## config.mk

```make
export PLATFORM = sky130hd
export DESIGN_NAME = ffc_cell
export DESIGN_NICKNAME = d
export VERILOG_FILES = /design/src/ffc_pkg.sv /design/src/ffc_cell.sv
export SDC_FILE = /design/constraint.sdc
export NUM_CORES = 1
export LEC_CHECK = 0
export ABC_CLOCK_PERIOD_IN_PS = 16100
export BUFFER_PORTS_ARGS = -buffer_cell sky130_fd_sc_hd__buf_2
export CAP_MARGIN = 15
export CORE_ASPECT_RATIO = 0.5
export CORE_MARGIN = 3
export CORE_UTILIZATION = 68
export DETAILED_ROUTE_END_ITERATION = 12
export PLACE_DENSITY = 0.87
export SLEW_MARGIN = 10
export SYNTH_ARGS = -nofsm -noshare
export SYNTH_HDL_FRONTEND = slang
export SYNTH_SLANG_ARGS = --single-unit
```

## constraint.sdc

```tcl
create_clock -name clk -period 16.1 [get_ports clk]
set_input_delay 1.61 -clock clk [delete_from_list [all_inputs] [get_ports clk]]
set_output_delay 1.61 -clock clk [all_outputs]
set_load 0.03 [all_outputs]
```

## src/ffc_pkg.sv

```systemverilog
// Shared types and constants for the full-convolution FIR filter.
package ffc_pkg;

  localparam int FUNC_W = 2;
  localparam int IDX_W  = 5;
  localparam int CFG_W  = 6;

  typedef enum logic [FUNC_W-1:0] {
    FUNC_LOAD  = 2'd0,
    FUNC_DATA  = 2'd1,
    FUNC_FLUSH = 2'd2
  } func_t;

  // control part of an item travelling down the cell chain
  typedef struct packed {
    logic             vld;
    logic             load;
    logic             emit;
    logic             last;
    logic             clr;
    logic [IDX_W-1:0] idx;
  } tok_ctl_t;

endpackage

```

## src/ffc_cell.sv

```systemverilog
// One tap cell: holds a coefficient and a history sample, adds its product.
module ffc_cell #(
  parameter int K           = 0,
  parameter int SAMPLE_BITS = 16,
  parameter int RES_W       = 37
) (
  input  logic                          clk,
  input  logic                          rst,
  input  logic                          adv,
  input  logic                          tap_on,
  input  ffc_pkg::tok_ctl_t             ctl_in,
  input  logic signed [SAMPLE_BITS-1:0] d_in,
  input  logic signed [RES_W-1:0]       acc_in,
  output ffc_pkg::tok_ctl_t             ctl_out,
  output logic signed [SAMPLE_BITS-1:0] d_out,
  output logic signed [RES_W-1:0]       acc_out
);

  localparam bit LOADABLE = K < (1 << ffc_pkg::IDX_W);

  logic signed [SAMPLE_BITS-1:0]   coef;
  logic signed [SAMPLE_BITS-1:0]   hist;
  logic signed [2*SAMPLE_BITS-1:0] prod;
  logic                            hit;

  assign prod = d_in * coef;
  assign hit  = LOADABLE && (ctl_in.idx == ffc_pkg::IDX_W'(K));

  always_ff @(posedge clk) begin
    if (rst) begin
      ctl_out <= '0;
      coef    <= '0;
      hist    <= '0;
    end else if (adv) begin
      ctl_out <= ctl_in;
      if (ctl_in.vld) begin
        if (ctl_in.load) begin
          if (hit) begin
            coef <= d_in;
          end
        end else begin
          hist <= ctl_in.clr ? '0 : d_in;
        end
      end
    end
  end

  always_ff @(posedge clk) begin
    if (adv) begin
      if (ctl_in.load) begin
        d_out   <= d_in;
        acc_out <= acc_in;
      end else begin
        d_out   <= hist;
        acc_out <= tap_on ? acc_in + RES_W'(prod) : acc_in;
      end
    end
  end

endmodule

```

Word-level counts from Yosys, hierarchy flattened
Cells that the tools add are included.
W data, S select, Z words.
- register bits: 95
- logic and storage cells: 20
- add/subtract/negate cells: 1
- multiply operators: 1
- muxes and demuxes: 4
- bitwise gates (word level): 1
- reductions and logical operators: 3
- operators by type and width (operator ; count):
    $mux W37 ; 2
    $add A37 B32 Y37 ; 1
    $mul A16 B16 Y32 ; 1
    $mux W16 ; 2
    $logic_not A5 Y1 ; 1
    $reduce_and A4 Y1 ; 1
    $reduce_and A3 Y1 ; 1
    $not A1 Y1 ; 1

Longest topological paths before layout
- word-level depth: 4
- mapped depth: 25
- gate-level depth less buffers: 23

Worst setup path before layout
No wires, ideal clock.
- kind: input port to flip-flop
- from: input d_in[13]
- to: register acc_out[35], data pin
- library setup time: 0.268 ns
- data arrival time: 7.412 ns
- data required time: 15.832 ns
- slack: 8.420 ns
- stages on the path: 25
- path buffers: 3
- cell sequence: clkbuf_1 > clkbuf_1 > nand2_1 > fa_1 > inv_1 > fa_1 > inv_1 > fa_1 > inv_1 > fa_1 > inv_1 > fa_1 > inv_1 > fa_1 > ha_1 > clkbuf_1 > a21oi_1 > o21ai_0 > a311oi_1 > o31ai_1 > a21bo_2 > a311oi_1 > a21oi_1 > xnor2_1 > o21ai_0
- word-level cells in the longest chain between the ends: 4
- RTL lines (what ; line ; source):
    start, declared ; ffc_cell.sv:12 ; input logic signed [SAMPLE_BITS-1:0] d_in,
    $mul A16 B16 Y32 ; ffc_cell.sv:26 ; assign prod = d_in * coef;
    $add A37 B32 Y37 ; ffc_cell.sv:55 ; acc_out <= tap_on ? acc_in + RES_W'(prod) : acc_in;
    $mux W37 ; ffc_cell.sv:55 ;
    $mux W37 ; ffc_cell.sv:50 ; if (ctl_in.load) begin
    end signal, assigned ; ffc_cell.sv:52 ; acc_out <= acc_in;
    end signal, assigned ; ffc_cell.sv:55 ;
    end, declared ; ffc_cell.sv:16 ; output logic signed [RES_W-1:0] acc_out
No other way between the ends.
A chain may end at the register's enable or synchronous reset.

Final worst setup path
- from: input d_in[15]
- to: register acc_out[32], data pin
The elaborated chain is that of the path after synthesis.

==> metrics.csv <==
stage,metric,value,unit
min_path,min-delay src,hist[5],
setup_path,Crit Reg-Reg Endpoint,acc_out[32],
global_routing,Total GRT Usage,30.1,%
place,placed cell area,16200,um^2
sta,final setup skew,7.52,ps
sta,Max-Slew Margin vs Limit,28.9,%
run,Max Cap Violations,0,
cts,Clock Sinks,95,
logic_synthesis,Synth Flop Type,edfxtp_1,
setup_path,CP arrival,7980,ps
finish,Fillers,1498,
floorplan,Die Height,113,um
setup_path,critical path's most frequent cell,fa_1,
detailed_routing,Antenna Nets Post-Route,0,
setup_path,Critical Path RT,16200,ps
place,IO buf count,129,
detailed_routing,vias,11300,
cts,clk_lat worst skew,370,ps
logic_synthesis,top cell type's share of synthesized area,41.1,%
place,"worst slack, placed",8040,ps
finish,synth-to-layout area growth,6.99,%
logic_synthesis,post-synthesis sequential area ratio,15.7,%
pwr,Pwr per Cell Area,39.5,nW/um^2
setup_path,CP max FO,19,
detailed_routing,drt pass-1 iters,5,
sta,Max Clock Freq,127,MHz
setup_path,worst reg2reg path startpoint,coef[1],
logic_synthesis,Post-synth EDFFs,53,
finish,Final Cell Area,16600,um^2
finish,fraction of layout cells with a size suffix above 1,10.4,%
cts,Clock Tree Buf Depth,2,
cts,hold_buf cts,0,
global_routing,vias in the first global route,12400,
cts,CTS root buffer,clkbuf_16,
sta,worst slew pin tran,1060,ps
setup_path,CP max stage delay,530,ps
min_path,HP Class,reg -> reg,
sta,RSZ-0062 raised after global routing,no,
setup_path,CP Launch Type,input pin,
detailed_routing,Initial DRC Count,783,
detailed_routing,DRC Markers,0,
setup_path,crit-path cells,buf_2 > nand2_1 > inv_1 > fa_1 > inv_1 > fa_1 > fa_1 > inv_1 > fa_1 > fa_1 > inv_1 > fa_1 > inv_1 > ha_1 > a21oi_1 > o21ai_0 > o2bb2ai_1 > a211o_1 > a41oi_1 > o21ai_0 > a21oi_1 > xor2_1 > o21ai_0,
pwr,total power draw,0.654,mW
setup_path,Reg2Reg Depth,22,
cts,PostCTS Resize Cnt,0,
place,DP HPWL,28.2,mm
cts,CTS tree,yes,
cts,clk slew on worst S/H paths,70,ps
logic_synthesis,synth warn,0,
global_routing,first-pass GRT wire length,58.6,mm
outcome,outcome,completed,
logic_synthesis,Cells after Synth,1613,
cts,TritonCTS buffer count,9,
sta,# setup viols final,0,
sta,period utilisation layout,49.0,%
sta,Fin. Hold Viols,0,
logic_synthesis,Synthesized Nets,2107,
place,Routability Congestion,0.889,
floorplan,core area,22000,um^2
global_routing,gr ovfl total,0,
sta,PnR worst setup slack,8220,ps
cts,Setup Buffers After CTS,0,
sta,Final Max Slew Viols,0,
logic_synthesis,Post-Syn Area,15500,um^2
pwr,maximum vdd drop,0.0478,mV
cts,H-tree Lvls,3,
floorplan,I/O pin cnt,130,
detailed_routing,Routed wire per std cell,17.4,um
logic_synthesis,asr flop ratio synth,0,%
setup_path,"delay-heaviest family, CP",adder cells,
logic_synthesis,mean area per synthesized cell,9.59,um^2
finish,Layout Utilization,75.2,%
floorplan,die width,219,um
global_routing,pin count of the biggest net entering global routing,70,
logic_synthesis,number of unique standard cell types used by synthesis,51,
setup_path,CP Capture Type,flip-flop,
setup_path,Crit-path slowest cell,fa_1,
logic_synthesis,#FFs+latches synth,95,
detailed_routing,drt via density,5.70,
finish,Diodes inserted,0,
sta,Tmin final,7880,ps
setup_path,critical path class,in -> reg,
logic_synthesis,Synth area leaders,"fa_1 (41%), edfxtp_1 (10%), ha_1 (8.8%), inv_1 (8.8%), dfxtp_1 (5.4%)",
finish,nets,2175,
floorplan,die area,24700,um^2
logic_synthesis,post-synth top area cell,fa_1,
floorplan,Rows,38,
min_path,Hold Path Sink,hist[5],
min_path,Cells on Worst Hold Path,2,
detailed_routing,final WL,34.7,mm
global_routing,antenna violations before repair,0,
pwr,leak pwr,8.75,nW
setup_path,WP buf/inv,6,
sta,Setup TNS,0,ps
setup_path,Reg2Reg Setup Slack,9070,ps
floorplan,Initial Util,70.3,%
[kinds of logic after synthesis]
| logic type | synth area share [%] |
|---|---|
| AO/OA/AOI/OAI | 5.85 |
| XOR/XNOR | 1.98 |
| adder cells (fa/ha/maj) | 49.9 |
| buffers and inverters | 10.6 |
| flip-flops | 15.7 |
| multiplexers | 2.85 |
| AND/OR/NAND/NOR | 13.0 |
[state kept, by name, indices dropped and copies added (netlist names)]
register  count
hist         16
d_out        16
coef         16
ctl_out      10
acc_out      37
[metal layers]
layer	up-vias	part of all wire [%]	track usage, %
met5	-	0	0
met4	0	3.1	9.79
met3	106	7.6	6.38
met2	490	52	53.1
met1	5728	37	37.2
li1	4996	-	-
[power by group]
| part | internal (mW) | switching (mW) |
|---|---|---|
| combinational | 0.0488 | 0.0986 |
| sequential | 0.270 | 0.00382 |
| clock | 0.124 | 0.108 |
| total | 0.443 | 0.211 |
[synth_stat cells (2+ instances only)]
master	instances
o31ai_1	4
o211ai_1	4
a31oi_1	3
nand2b_1	3
o21bai_1	3
and2_1	111
dfxtp_1	42
a21boi_0	3
o21ai_0	45
nand2_1	217
o21a_1	3
edfxtp_1	53
fa_1	318
nor2_1	60
a21oi_1	48
o211ai_2	2
xnor2_1	24
nand3b_1	16
a311oi_1	2
ha_1	109
nor3_1	3
a211oi_1	2
a21o_1	11
mux2i_1	26
mux2_2	16
nand3_1	6
and3_1	5
inv_1	363
clkbuf_1	76
o21ai_1	2
nand4_1	2
xor2_1	11
nor2b_1	2
[layout make-up]
class	instances	area, um^2	share of cell area [%]
multi-input combinational	1079	11400	68.8
sequential	95	2430	14.7
inverter	363	1360	8.23
timing repair buffer	133	676	4.08
tap	300	375	2.27
clock buffer	9	225	1.36
clock inverter	7	88.8	0.536
[through the flow]
stage	std cells	hold slack (ps)
CTS	1985	454
finish	1986	453
global route	1986	478
global placement	1969	435
detailed placement	1969	446
floorplan	1613	429
[how the worst max path moves through the flow]
stage	to	slack, ps	from	cells past startpoint
after global placement	acc_out[36]	8100	d_in[15]	20
after CTS	acc_out[32]	8370	d_in[15]	23
after floorplan	acc_out[35]	8420	d_in[13]	25
final	acc_out[32]	8220	d_in[15]	23
after global routing	acc_out[35]	7990	d_in[13]	23
after detailed placement	acc_out[35]	8040	d_in[13]	23
[placed cells by master (no fill, tap or decap), types with 11 or more instances in the layout]
master / n
nor2_1: 60
inv_1: 363
mux2_2: 16
o21ai_0: 45
buf_2: 129
nand2_1: 217
nand3b_1: 16
dfxtp_1: 42
xnor2_1: 24
fa_1: 318
mux2i_1: 26
xor2_1: 11
and2_1: 111
a21o_1: 11
edfxtp_1: 53
a21oi_1: 48
ha_1: 109
[worst reg2reg max path, stage by stage, from the launching register on]
cell and delay, ps:
dfxtp_1 730, nand2_1 270, inv_1 140, fa_1 480, inv_1 200, fa_1 460, fa_1 530, inv_1 60
fa_1 490, fa_1 490, inv_1 50, fa_1 480, inv_1 50, ha_1 350, a21oi_1 260, o21ai_0 210
o2bb2ai_1 190, a211o_1 300, a41oi_1 330, o21ai_0 170, a21oi_1 200, xor2_1 200, o21ai_0 100
Note: power is estimated with default switching activity, not from simulation.
