<file path="config.mk">
export PLATFORM = sky130hd
export DESIGN_NAME = ffc_feed
export DESIGN_NICKNAME = d
export VERILOG_FILES = /design/src/ffc_pkg.sv /design/src/ffc_feed.sv
export SDC_FILE = /design/constraint.sdc
export NUM_CORES = 1
export LEC_CHECK = 0
export ABC_AREA = 0
export BUFFER_PORTS_ARGS = -buffer_cell sky130_fd_sc_hd__buf_2
export CORE_MARGIN = 3
export CORE_UTILIZATION = 37
export CTS_BUF_LIST = sky130_fd_sc_hd__clkbuf_4 sky130_fd_sc_hd__clkbuf_8 sky130_fd_sc_hd__clkbuf_16
export DETAILED_ROUTE_END_ITERATION = 10
export PLACE_DENSITY = 0.81
export SETUP_SLACK_MARGIN = 0.02
export SLEW_MARGIN = 20
export SYNTH_ARGS = -nofsm -noshare
export SYNTH_HDL_FRONTEND = slang
export SYNTH_SLANG_ARGS = --single-unit
</file>
<file path="constraint.sdc">
create_clock -name clk -period 2.2 [get_ports clk]
set_input_delay 0.66 -clock clk [delete_from_list [all_inputs] [get_ports clk]]
set_output_delay 0.66 -clock clk [all_outputs]
set_load 0.1 [all_outputs]
</file>
<file path="src/ffc_pkg.sv">
// Shared types and constants for the full-convolution FIR filter.
package ffc_pkg;

  localparam int FUNC_W = 2;
  localparam int IDX_W  = 5;
  localparam int CFG_W  = 6;

  typedef enum logic [FUNC_W-1:0] {
    FUNC_LOAD  = 2'd0,
    FUNC_DATA  = 2'd1,
    FUNC_FLUSH = 2'd2
  } func_t;

  // control part of an item travelling down the cell chain
  typedef struct packed {
    logic             vld;
    logic             load;
    logic             emit;
    logic             last;
    logic             clr;
    logic [IDX_W-1:0] idx;
  } tok_ctl_t;

endpackage

</file>
<file path="src/ffc_feed.sv">
// Input stage: turns accepted items into chain items, expands flush into the tail.
module ffc_feed #(
  parameter int SAMPLE_BITS = 16,
  parameter int NW          = 6
) (
  input  logic                              clk,
  input  logic                              rst,
  input  logic                              adv,
  input  logic [NW-1:0]                     n_taps,
  input  logic                              in_valid,
  output logic                              in_ready,
  input  logic [ffc_pkg::FUNC_W-1:0]        in_func,
  input  logic [ffc_pkg::IDX_W-1:0]         in_idx,
  input  logic signed [SAMPLE_BITS-1:0]     in_value,
  output ffc_pkg::tok_ctl_t                 tok_ctl,
  output logic signed [SAMPLE_BITS-1:0]     tok_d
);

  logic          busy;
  logic          busy_next;
  logic [NW-1:0] remain;
  logic [NW-1:0] remain_next;
  logic          take;

  assign in_ready = adv && !busy;
  assign take     = in_valid && in_ready;

  always_comb begin
    tok_ctl     = '0;
    tok_d       = '0;
    busy_next   = busy;
    remain_next = remain;
    if (busy) begin
      tok_ctl.vld  = 1'b1;
      tok_ctl.emit = 1'b1;
      if (remain == NW'(1)) begin
        tok_ctl.last = 1'b1;
        tok_ctl.clr  = 1'b1;
        busy_next    = 1'b0;
      end
      remain_next = remain - NW'(1);
    end else if (take) begin
      case (ffc_pkg::func_t'(in_func))
        ffc_pkg::FUNC_LOAD: begin
          tok_ctl.vld  = 1'b1;
          tok_ctl.load = 1'b1;
          tok_ctl.idx  = in_idx;
          tok_d        = in_value;
        end
        ffc_pkg::FUNC_DATA: begin
          tok_ctl.vld  = 1'b1;
          tok_ctl.emit = 1'b1;
          tok_d        = in_value;
        end
        ffc_pkg::FUNC_FLUSH: begin
          tok_ctl.vld = 1'b1;
          if (n_taps == NW'(1)) begin
            tok_ctl.clr = 1'b1;
          end else if (n_taps == NW'(2)) begin
            tok_ctl.emit = 1'b1;
            tok_ctl.last = 1'b1;
            tok_ctl.clr  = 1'b1;
          end else begin
            tok_ctl.emit = 1'b1;
            busy_next    = 1'b1;
            remain_next  = n_taps - NW'(2);
          end
        end
        default: begin
          tok_ctl = '0;
        end
      endcase
    end
  end

  always_ff @(posedge clk) begin
    if (rst) begin
      busy   <= 1'b0;
      remain <= '0;
    end else if (adv) begin
      busy   <= busy_next;
      remain <= remain_next;
    end
  end

endmodule

</file>
==> results.sh, run 1 <==
export IMPL_rows=16
export IMPL_clk_path_buf_depth=2
export IMPL_synth_distinct_cells=38
export IMPL_synth_edf_count=0
export IMPL_ios=60
export IMPL_cts_root_buf="clkbuf_4"
export IMPL_synth_cells=113
export IMPL_grt_max_degree=19
export IMPL_synth_top_area_share_pct=16.4
export IMPL_numCtsBuffers=3
export IMPL_status="did not finish"
export IMPL_ys_ff_latch=7
export IMPL_synth_area_leaders="dfxtp_1 16%, and2_1 15%, ha_1 10%"
export IMPL_fp_dieW_um=54.1
export IMPL_stop_stage="global routing"
export IMPL_cts_sinks=7
export IMPL_async_flop_share_pct=0
export IMPL_worst_ep_kind="primary output"
export IMPL_netlist_area_um2=857
export IMPL_port_buffers=59
export IMPL_syn_avg_cell_area_um2=7.58
export IMPL_ys_seq_area_share_pct=16.4
export IMPL_error="[ERROR DPL-0038] Utilization greater than 100%, impossible to legalize"
export IMPL_crit_endpoint="tok_ctl[6]"
export IMPL_syn_nets=153
export IMPL_synth_warnings=0
export IMPL_synthFlopType="dfxtp_1"
export IMPL_start_util_pct=41.2
export IMPL_hpwl_mm=3.65
export IMPL_synth_common_cells="21 x and2_1, 10 x inv_1, 9 x nand2_1"
export IMPL_yosysTopAreaCell="dfxtp_1"
export IMPL_yosysMostFrequentCell="and2_1"
export IMPL_gp_congestion=0.894
export IMPL_fp_dieH_um=54.1
export IMPL_htreeDepth=1
-- kinds of logic after synthesis --
| family | after synthesis | share of synthesized area [%] |
|---|---|---|
| XOR/XNOR | 5 | 5.11 |
| buffers and inverters | 14 | 6.72 |
| AO/OA/AOI/OAI | 24 | 20.3 |
| AND/OR/NAND/NOR | 54 | 38.8 |
| multiplexers | 2 | 2.48 |
| flip-flops | 7 | 16.3 |
| adder cells (fa/ha/maj) | 7 | 10.2 |
-- through the flow --
| step | cells | setup WS [ns] | area [um2] | utilization (%) | TNS, ns |
|---|---|---|---|---|---|
| 4_1_cts | 224 | -0.200 | 1990 | 95.4 | -1.25 |
| 3_3_place_gp | 216 | -0.268 | 1800 | 86.7 | -5.28 |
| 3_5_place_dp | 216 | -0.381 | 1800 | 86.7 | -7.41 |
| 2_1_floorplan | 113 | -0.751 | 965 | - | -18.35 |
-- timing repair --
action	CTS
resized for setup	35
hold buffers	0
setup endpoints to repair	25
gates cloned	1
buffers inserted	3
pin swaps	21
==> run 2, diff against run 1 <==
==> config.mk (replaced) <==
export PLATFORM = sky130hd
export DESIGN_NAME = ffc_feed
export DESIGN_NICKNAME = d
export VERILOG_FILES = /design/src/ffc_pkg.sv /design/src/ffc_feed.sv
export SDC_FILE = /design/constraint.sdc
export NUM_CORES = 1
export LEC_CHECK = 0
export ABC_AREA = 0
export BUFFER_PORTS_ARGS = -buffer_cell sky130_fd_sc_hd__buf_2
export CORE_AREA = 3 3 64 66
export DETAILED_ROUTE_END_ITERATION = 10
export DIE_AREA = 0 0 67 69
export PLACE_DENSITY_LB_ADDON = 0.15
export SLEW_MARGIN = 20
export SYNTH_ARGS = -nofsm -noshare
export SYNTH_HDL_FRONTEND = slang
export SYNTH_SLANG_ARGS = --single-unit
==> constraint.sdc (replaced) <==
create_clock -name clk -period 2.86 [get_ports clk]
set_input_delay 0.858 -clock clk [delete_from_list [all_inputs] [get_ports clk]]
set_output_delay 0.858 -clock clk [all_outputs]
set_load 0.1 [all_outputs]
==> run 2 against run 1 <==
Against the previous run:
- area after synthesis is the same
- synthesized cell count is the same
- the flow now finishes without violations
==> results.sh, run 2 <==
export IMPL_status="finished clean"
export IMPL_cts_tree="built"
export IMPL_crit_path_end_kind="primary output"
export IMPL_combPwrFrac_pct=49.1
export IMPL_ys_seq_area_share_pct=16.4
export IMPL_ant_nets=0
export IMPL_yosysMostFrequentCell="and2_1"
export IMPL_path_clk_slew_ns=0.04
export IMPL_grt_overflow_total=0
export IMPL_first_pass_iters=4
export IMPL_synth_edf_count=0
export IMPL_rows=22
export IMPL_synth_warnings=0
export IMPL_arrival_ns=1.96
export IMPL_synth_top_area_share_pct=16.4
export IMPL_reg_largest_list="remain x6, busy x1"
export IMPL_grt_pass1_vias=1078
export IMPL_cellPowerDensity_nw_per_um2=270
export IMPL_route_detailed_drc=0
export IMPL_internal_power_mw=0.289
export IMPL_vdd_drop_max_v=0.000130
export IMPL_worstPathRequired_ns=2.00
export IMPL_finalMaxSlewViolations=0
export IMPL_fin_total_pwr_mw=0.475
export IMPL_min_path_type="reg -> reg"
export IMPL_drv_cap=0
export IMPL_largest_reg_flops=6
export IMPL_critPathMaxStageDelay_ns=0.28
export IMPL_antenna_cells=0
export IMPL_netlist_area_um2=857
export IMPL_globalRouteTotalUtil_pct=14.2
export IMPL_numCtsBuffers=3
export IMPL_grt_pass1_wl_mm=5.20
export IMPL_synth_distinct_cells=38
export IMPL_grt_max_degree=19
export IMPL_worstSetupStartpointType="primary input"
export IMPL_worstSkewPairLatency_ns=0.22
export IMPL_ys_ff_latch=7
export IMPL_ios=60
export IMPL_cts_hold_buf=0
export IMPL_async_flop_share_pct=0
export IMPL_crit_fanout=5
export IMPL_worstPathCellList="buf_2, nor4_4, buf_4, nand3b_1, o21ai_4, buf_12"
export IMPL_layout_drive_gt1_share_pct=57.3
export IMPL_power_frac_clock_pct=28.7
export IMPL_critPathKind="in -> out"
export IMPL_areaGrowthSynthToFinish_pct=105
export IMPL_finalCritPeriodShare_pct=98.5
export IMPL_clk_path_buf_depth=2
export IMPL_antenna_found_initial=0
export IMPL_synth_cells=113
export IMPL_gp_congestion=0.761
export IMPL_cts_root_buf="clkbuf_8"
export IMPL_finalHoldViolations=0
export IMPL_syn_avg_cell_area_um2=7.58
export IMPL_tightest_slew_ns=0.485
export IMPL_fmax_mhz=355
export IMPL_synth_area_leaders="dfxtp_1 16%, and2_1 15%, ha_1 10%"
export IMPL_rsz0062_at_grt="no"
export IMPL_synthFlopType="dfxtp_1"
export IMPL_wirelength_mm=2.98
export IMPL_fp_dieW_um=67
export IMPL_swShare_pct=39.1
export IMPL_netSwitchingPower_mw=0.186
export IMPL_coreArea_um2=3630
export IMPL_vias_per_cell=4.64
export IMPL_cts_setup_buffers=0
export IMPL_start_util_pct=23.6
export IMPL_leakage_nw=0.803
export IMPL_first_iter_violations=25
export IMPL_fp_dieH_um=69
export IMPL_fin_setup_tns_ns=0
export IMPL_final_cell_mix="33 x buf_2, 25 x buf_12, 17 x and2_4, 10 x inv_1, 8 x nand2_1"
export IMPL_die_area_um2=4620
export IMPL_pwr_share_seq_pct=22.2
export IMPL_wl_per_cell_um=13.2
export IMPL_htreeDepth=1
export IMPL_largest_register="remain"
export IMPL_synth_common_cells="21 x and2_1, 10 x inv_1, 9 x nand2_1"
export IMPL_maxSlewHeadroom_pct=67.9
export IMPL_via_count=1048
export IMPL_fin_util_pct=48.4
export IMPL_min_period_ns=2.82
export IMPL_finalClockSkew_ns=0.00133
export IMPL_final_nets=219
export IMPL_yosysTopAreaCell="dfxtp_1"
export IMPL_cts_sinks=7
export IMPL_syn_nets=153
export IMPL_setup_violations=0
export IMPL_port_buffers=59
export IMPL_cp_slowest_cell="nor4_4"
export IMPL_layout_commonest_cell="buf_2"
export IMPL_hpwl_mm=2.58
[run 2: cell counts after synthesis]
No cell type changed its count.
[run 2: logic make-up (layout without fill, tap and decap cells)]
family	count (synthesis)	count (layout)	synth area share, %
AO/OA/AOI/OAI	24	24	20.3
adder cells (fa/ha/maj)	7	7	10.2
flip-flops	7	7	16.3
AND/OR/NAND/NOR	54	54	38.8
multiplexers	2	2	2.48
XOR/XNOR	5	5	5.11
buffers and inverters	14	79	6.72
[run 2: layout make-up]
type                            instances  area (um2)
Clock buffer                            4        45.0
Multi-Input combinational cell         92         757
Sequential cell                         7         140
Fill cell                             381        1880
Inverter                               10        37.5
Timing Repair Buffer                   65         718
Tap cell                               48        60.1
[run 2: layer usage]
metal,global-route usage (%),vias up,share of wire [%]
met4,3.60,0,1.3
met3,2.61,4,2.9
met5,0,-,0
met1,16.5,501,38
li1,-,520,-
met2,25.9,23,58
[run 2: what timing repair did]
action / in CTS / in global routing
setup endpoints to repair: 17 / 5
endpoints found under the hold margin: 0 / 0
gates resized for setup: 2 / 1
[run 2: critical path: cells and delay by family]
family	cells	cell delay, ns
buffers and inverters	3	0.50
AND/OR/NAND/NOR	2	0.41
AO/OA/AOI/OAI	1	0.19
[run 2: power by group through the flow]
| stage | registers (mW) | clock network (mW) | logic [mW] |
|---|---|---|---|
| after floorplan | 0.106 | 0 | 0.147 |
| after global placement | 0.107 | 0 | 0.229 |
| after detailed placement | 0.107 | 0 | 0.232 |
| after CTS | 0.106 | 0.141 | 0.234 |
| after global routing | 0.106 | 0.149 | 0.250 |
| final | 0.106 | 0.137 | 0.233 |
[run 2: path summary, 6_finish.rpt]
check | end | slack (ns) | from | cells past startpoint
worst min register to register | remain[1] | 0.49 | remain[1] | 2
worst min-delay path | remain[1] | 0.49 | remain[1] | 2
worst max register to register | busy | 1.43 | remain[2] | 4
worst max-delay path | tok_ctl[6] | 0.04 | n_taps[2] | 6
[run 2: metrics by stage]
stage                     hold slack, ns  instance area, um2  setup slack [ns]  std cells
after global placement             0.475                1700           -0.0422        222
after CTS                          0.488                1750            0.0251        226
final                              0.490                1760            0.0439        226
after global routing               0.552                1760           0.00464        226
after floorplan                    0.450                 965            -0.487        113
after detailed placement           0.481                1700            -0.117        222
Power figures use the tool's default switching activity.
==> run 3, diff against run 2 <==
--- a/config.mk
+++ b/config.mk
@@ -11,6 +11,7 @@
 export DETAILED_ROUTE_END_ITERATION = 10
 export DIE_AREA = 0 0 67 69
 export PLACE_DENSITY_LB_ADDON = 0.15
+export SETUP_SLACK_MARGIN = 0.4
 export SLEW_MARGIN = 20
 export SYNTH_ARGS = -nofsm -noshare
 export SYNTH_HDL_FRONTEND = slang
==> run 3 against run 2 <==
Against the previous run:
- cell count up 2.7%
- total power up 6.8%
- register-to-register slack about the same
- die area unchanged
- design area up 12%
- maximum frequency up 2.7%
- worst setup slack better by 0.074 ns
- combinational power up 14%
- non-clock buffer count up 5
- via count up 1.2%
- largest power group unchanged
- highest routed layer unchanged
==> results.sh, run 3 (same netlist as run 2, synthesis figures left out) <==
export IMPL_reg2reg_to="busy"
export IMPL_crit_path_end_kind="primary output"
export IMPL_via_count=1061
export IMPL_holdPathEnd="remain[1]"
export IMPL_largest_register="remain"
export IMPL_combPwrFrac_pct=52.3
export IMPL_whs_ns=0.488
export IMPL_vdd_drop_max_v=0.000136
export IMPL_htreeDepth=1
export IMPL_drv_cap=0
export IMPL_worstPathRequired_ns=2.00
export IMPL_grt_pass1_vias=1131
export IMPL_cts_root_buf="clkbuf_8"
export IMPL_antenna_cells=0
export IMPL_grt_overflow_total=0
export IMPL_clk_path_buf_depth=2
export IMPL_tightest_slew_ns=0.443
export IMPL_netSwitchingPower_mw=0.196
export IMPL_min_period_ns=2.74
export IMPL_cts_tree="built"
export IMPL_worstSetupStartpointType="primary input"
export IMPL_min_path_type="reg -> reg"
export IMPL_ant_nets=0
export IMPL_first_iter_violations=30
export IMPL_pwr_share_seq_pct=20.8
export IMPL_r2r_start="remain[2]"
export IMPL_post_place_ws_ns=-0.117
export IMPL_leakage_nw=0.864
export IMPL_finalClockSkew_ns=0.00128
export IMPL_cts_sinks=7
export IMPL_first_pass_iters=4
export IMPL_n_fill_cell=356
export IMPL_worstHoldStart="remain[1]"
export IMPL_vias_per_cell=4.57
export IMPL_largest_reg_flops=6
export IMPL_hold_depth=2
export IMPL_seqCellArea_um2=140
export IMPL_maxSlewHeadroom_pct=70.2
export IMPL_grt_pass1_wl_mm=5.55
export IMPL_globalRouteTotalUtil_pct=15.4
export IMPL_ios=60
export IMPL_die_area_um2=4620
export IMPL_internal_power_mw=0.312
export IMPL_final_nets=225
export IMPL_critPathKind="in -> out"
export IMPL_layout_commonest_cell="buf_12"
export IMPL_fin_setup_tns_ns=0
export IMPL_setup_violations=0
export IMPL_route_detailed_drc=0
export IMPL_port_buffers=59
export IMPL_placed_area_um2=1700
export IMPL_path_clk_slew_ns=0.04
export IMPL_final_cell_mix="28 x buf_12, 27 x buf_2, 22 x and2_4"
export IMPL_setup_slack_ns=0.118
export IMPL_crit_fanout=4
export IMPL_wirelength_mm=3.23
export IMPL_layout_drive_gt1_share_pct=62.0
export IMPL_power_frac_clock_pct=26.9
export IMPL_areaGrowthSynthToFinish_pct=129
export IMPL_fin_util_pct=54.0
export IMPL_finalCritPeriodShare_pct=95.9
export IMPL_grt_max_degree=19
export IMPL_numCtsBuffers=3
export IMPL_fp_dieH_um=69
export IMPL_coreArea_um2=3630
export IMPL_reg2regPathDepth=4
export IMPL_reg_largest_list="remain x6, busy x1"
export IMPL_finalHoldViolations=0
export IMPL_ff2ff_setup_slack_ns=1.42
export IMPL_wl_per_cell_um=13.9
export IMPL_rows=22
export IMPL_arrival_ns=1.88
export IMPL_multi_input_area_um2=826
export IMPL_fp_dieW_um=67
export IMPL_worstSkewPairLatency_ns=0.22
export IMPL_hpwl_mm=2.58
export IMPL_finalMaxSlewViolations=0
export IMPL_rsz0062_at_grt="yes"
export IMPL_fin_area_um2=1960
export IMPL_start_util_pct=23.6
export IMPL_gp_congestion=0.761
export IMPL_antenna_found_initial=0
export IMPL_status="finished clean"
export IMPL_swShare_pct=38.6
export IMPL_fmax_mhz=365
export IMPL_cellPowerDensity_nw_per_um2=259
-- run 3: changes by cell type in the layout (fill, tap and decap cells not counted), sizes merged --
cell / change
clkinv: +1
inv: -1
buf: +4
clkbuf: +1
o21a: +1
-- run 3: worst max-delay path: stages --
cell	delay (ns)
buf_8	0.10
nor4_4	0.27
buf_4	0.17
nand3b_1	0.12
o21ai_4	0.17
buf_12	0.19
-- run 3: layer usage --
metal  vias to the layer above  part of all wire [%]  global-route usage, %
li1                        535                     -                      -
met1                       499                    38                   17.8
met2                        23                    58                   28.4
met3                         4                   2.9                   2.61
met4                         0                   1.2                   3.60
met5                         -                     0                      0
-- run 3: through the flow --
step | total power, mW | cells
detailed placement | 0.339 | 222
floorplan | 0.253 | 113
global route | 0.537 | 232
global placement | 0.336 | 222
finish | 0.508 | 232
CTS | 0.507 | 230
-- run 3: timing repair --
item                                   in CTS  in global routing
setup endpoints to repair                  27                 27
endpoints found under the hold margin       0                  0
gates cloned                                1                  0
buffers inserted                            3                  2
hold buffers                                0                  0
pin swaps                                  18                  8
resized for setup                          40                  6
-- run 3: cell type report --
class / instances / area share (%)
Sequential cell: 7 / 7.14
Multi-Input combinational cell: 93 / 42.1
Clock buffer: 4 / 2.29
Timing Repair Buffer: 70 / 42.5
Tap cell: 48 / 3.06
Inverter: 10 / 2.93
-- run 3: worst max-delay path by stage --
stage          startpoint    endpoint  slack, ns  cells past startpoint
6_report        n_taps[4]  tok_ctl[6]       0.12                      6
5_1_grt         n_taps[4]  tok_ctl[6]       0.09                      6
4_1_cts         n_taps[4]  tok_ctl[6]       0.11                      6
3_5_place_dp          adv   tok_d[15]      -0.12                      6
3_3_place_gp          adv    tok_d[2]      -0.04                      6
2_1_floorplan         adv   tok_d[15]      -0.49                      5
-- run 3: power by group through the flow --
stage / clock network [mW] / logic [mW] / registers (mW)
6_report: 0.136 / 0.265 / 0.106
5_1_grt: 0.149 / 0.282 / 0.106
4_1_cts: 0.141 / 0.260 / 0.106
3_5_place_dp: 0 / 0.232 / 0.107
3_3_place_gp: 0 / 0.229 / 0.107
2_1_floorplan: 0 / 0.147 / 0.106
==> run 4, diff against run 3 <==
--- a/config.mk
+++ b/config.mk
@@ -7,7 +7,9 @@
 export LEC_CHECK = 0
 export ABC_AREA = 0
 export BUFFER_PORTS_ARGS = -buffer_cell sky130_fd_sc_hd__buf_2
+export CAP_MARGIN = 20
 export CORE_AREA = 3 3 64 66
+export CTS_BUF_LIST = sky130_fd_sc_hd__clkbuf_8 sky130_fd_sc_hd__clkbuf_16
 export DETAILED_ROUTE_END_ITERATION = 10
 export DIE_AREA = 0 0 67 69
 export PLACE_DENSITY_LB_ADDON = 0.15
==> constraint.sdc (replaced) <==
create_clock -name clk -period 3.1 [get_ports clk]
set_input_delay 0.93 -clock clk [delete_from_list [all_inputs] [get_ports clk]]
set_output_delay 0.93 -clock clk [all_outputs]
set_load 0.1 [all_outputs]
==> run 4 against run 3 <==
Against the previous run:
- clock-buffer cell count shrank 1
- cell count grew 1.7%
- die area stayed put
- critical endpoint unchanged
- first-iteration DRC count down 3.3%
- critical path depth is the same
==> results.sh, run 4 (same netlist as run 2, synthesis figures left out) <==
export IMPL_status="finished clean"
export IMPL_setup_violations=0
export IMPL_worstPathRequired_ns=2.17
export IMPL_grt_pass1_wl_mm=5.29
export IMPL_min_period_ns=2.87
export IMPL_first_pass_iters=4
export IMPL_grt_pass1_vias=1123
export IMPL_antenna_found_initial=0
export IMPL_cellPowerDensity_nw_per_um2=237
export IMPL_coreArea_um2=3630
export IMPL_worstHoldStart="remain[1]"
export IMPL_r2r_start="busy"
export IMPL_finalMaxSlewViolations=0
export IMPL_critPathMaxStageDelay_ns=0.28
export IMPL_clk_path_buf_depth=2
export IMPL_areaGrowthSynthToFinish_pct=131
export IMPL_tightest_slew_ns=0.483
export IMPL_ant_nets=0
export IMPL_largest_register="remain"
export IMPL_start_util_pct=23.6
export IMPL_numCtsBuffers=3
export IMPL_highest_layer="met4"
export IMPL_port_buffers=59
export IMPL_critPathKind="in -> out"
export IMPL_cts_root_buf="clkbuf_8"
export IMPL_cts_sinks=7
export IMPL_wirelength_mm=3.20
export IMPL_worstPathCellList="buf_8, nor4_4, buf_4, nand3b_1, o21ai_4, buf_12"
export IMPL_worstSetupStartpointType="primary input"
export IMPL_finalCritPeriodShare_pct=92.7
export IMPL_fp_dieW_um=67
export IMPL_ios=60
export IMPL_die_area_um2=4620
export IMPL_htreeDepth=1
export IMPL_rows=22
export IMPL_wl_per_cell_um=13.5
export IMPL_routed_wl_met2_mm=1.84
export IMPL_layout_drive_gt1_share_pct=62.8
export IMPL_crit_path_end_kind="primary output"
export IMPL_critPathLaunch="n_taps[4]"
export IMPL_gp_congestion=0.787
export IMPL_wl_met1_mm=1.15
export IMPL_fin_util_pct=54.5
export IMPL_fp_dieH_um=69
export IMPL_vdd_drop_max_v=0.000180
export IMPL_rsz0062_at_grt="yes"
export IMPL_leakage_nw=0.887
export IMPL_path_clk_slew_ns=0.04
export IMPL_largest_reg_flops=6
export IMPL_worstSkewPairLatency_ns=0.23
export IMPL_cts_hold_buf=0
export IMPL_first_iter_violations=29
export IMPL_route_detailed_drc=0
export IMPL_globalRouteTotalUtil_pct=14.8
export IMPL_grt_max_degree=13
export IMPL_final_cell_mix="28 x buf_2, 28 x buf_12, 22 x and2_4, 13 x buf_4, 9 x inv_1"
export IMPL_fin_total_pwr_mw=0.469
export IMPL_via_count=1080
export IMPL_final_nets=229
export IMPL_grt_overflow_total=0
export IMPL_fin_area_um2=1980
export IMPL_ff2ff_setup_slack_ns=1.62
export IMPL_crit_fanout=3
export IMPL_vias_per_cell=4.58
export IMPL_min_path_type="reg -> reg"
export IMPL_placed_area_um2=1700
export IMPL_cp_slowest_cell="nor4_4"
export IMPL_cts_tree="built"
export IMPL_reg_largest_list="remain x6, busy x1"
export IMPL_hpwl_mm=2.56
export IMPL_finalHoldViolations=0
export IMPL_arrival_ns=1.94
export IMPL_finalClockSkew_ns=0.000254
export IMPL_fin_setup_tns_ns=0
export IMPL_wl_met3_um=157
export IMPL_antenna_cells=0
export IMPL_fmax_mhz=348
export IMPL_n_fill_cell=334
export IMPL_maxSlewHeadroom_pct=67.5
export IMPL_drv_cap=0
run 4: changes by cell type in the layout (fill, tap and decap cells not counted):
cell and delta:
a21o_2 +1, clkbuf_4 -1, buf_6 -1, buf_2 +1, inv_1 +1, clkbuf_1 -1, buf_4 +5, a21o_4 -1
run 4: worst max-delay path, delay by kind of cell:
family / cells / cell delay, ns
simple gates: 2 / 0.39
compound gates: 1 / 0.17
buf+inv: 3 / 0.45
run 4: cell type report:
class	instances	area [um2]	share of cell area (%)
clock inverter	1	3.75	0.190
multi-input combinational	93	820	41.4
tap	48	60.1	3.03
timing repair buffer	74	858	43.3
sequential	7	140	7.08
clock buffer	3	41.3	2.08
inverter	10	57.6	2.91
run 4: power by group:
| group | leakage [nW] | internal (mW) | switching (mW) |
|---|---|---|---|
| Sequential | 0.0568 | 0.0941 | 0.00408 |
| Combinational | 0.803 | 0.106 | 0.139 |
| Clock | 0.0269 | 0.0856 | 0.0398 |
run 4: final timing paths:
check / depth (start not counted) / end
worst max-delay path: 6 / tok_ctl[6]
worst min-delay path: 2 / remain[1]
worst max register to register: 4 / remain[5]
worst min register to register: 2 / remain[1]
run 4: timing repair:
item / in CTS / in global routing
buffers inserted: 7 / 3
gates resized for setup: 38 / 6
endpoints found under the setup margin: 24 / 25
cloned: 1 / 0
pin swaps: 18 / 4
run 4: per-layer routing:
| metal | up-vias | global-route usage, % |
|---|---|---|
| met2 | 30 | 26.9 |
| li1 | 541 | - |
| met4 | 0 | 4.95 |
| met5 | - | 0 |
| met1 | 503 | 16.3 |
| met3 | 6 | 3.58 |
run 4: stage by stage:
stage          instances  hold slack, ns  setup slack (ns)
2_1_floorplan        113           0.450            -0.391
3_3_place_gp         221           0.481            0.0501
3_5_place_dp         221           0.480           -0.0138
4_1_cts              233           0.487             0.218
5_1_grt              236           0.522             0.153
6_report             236           0.489             0.226
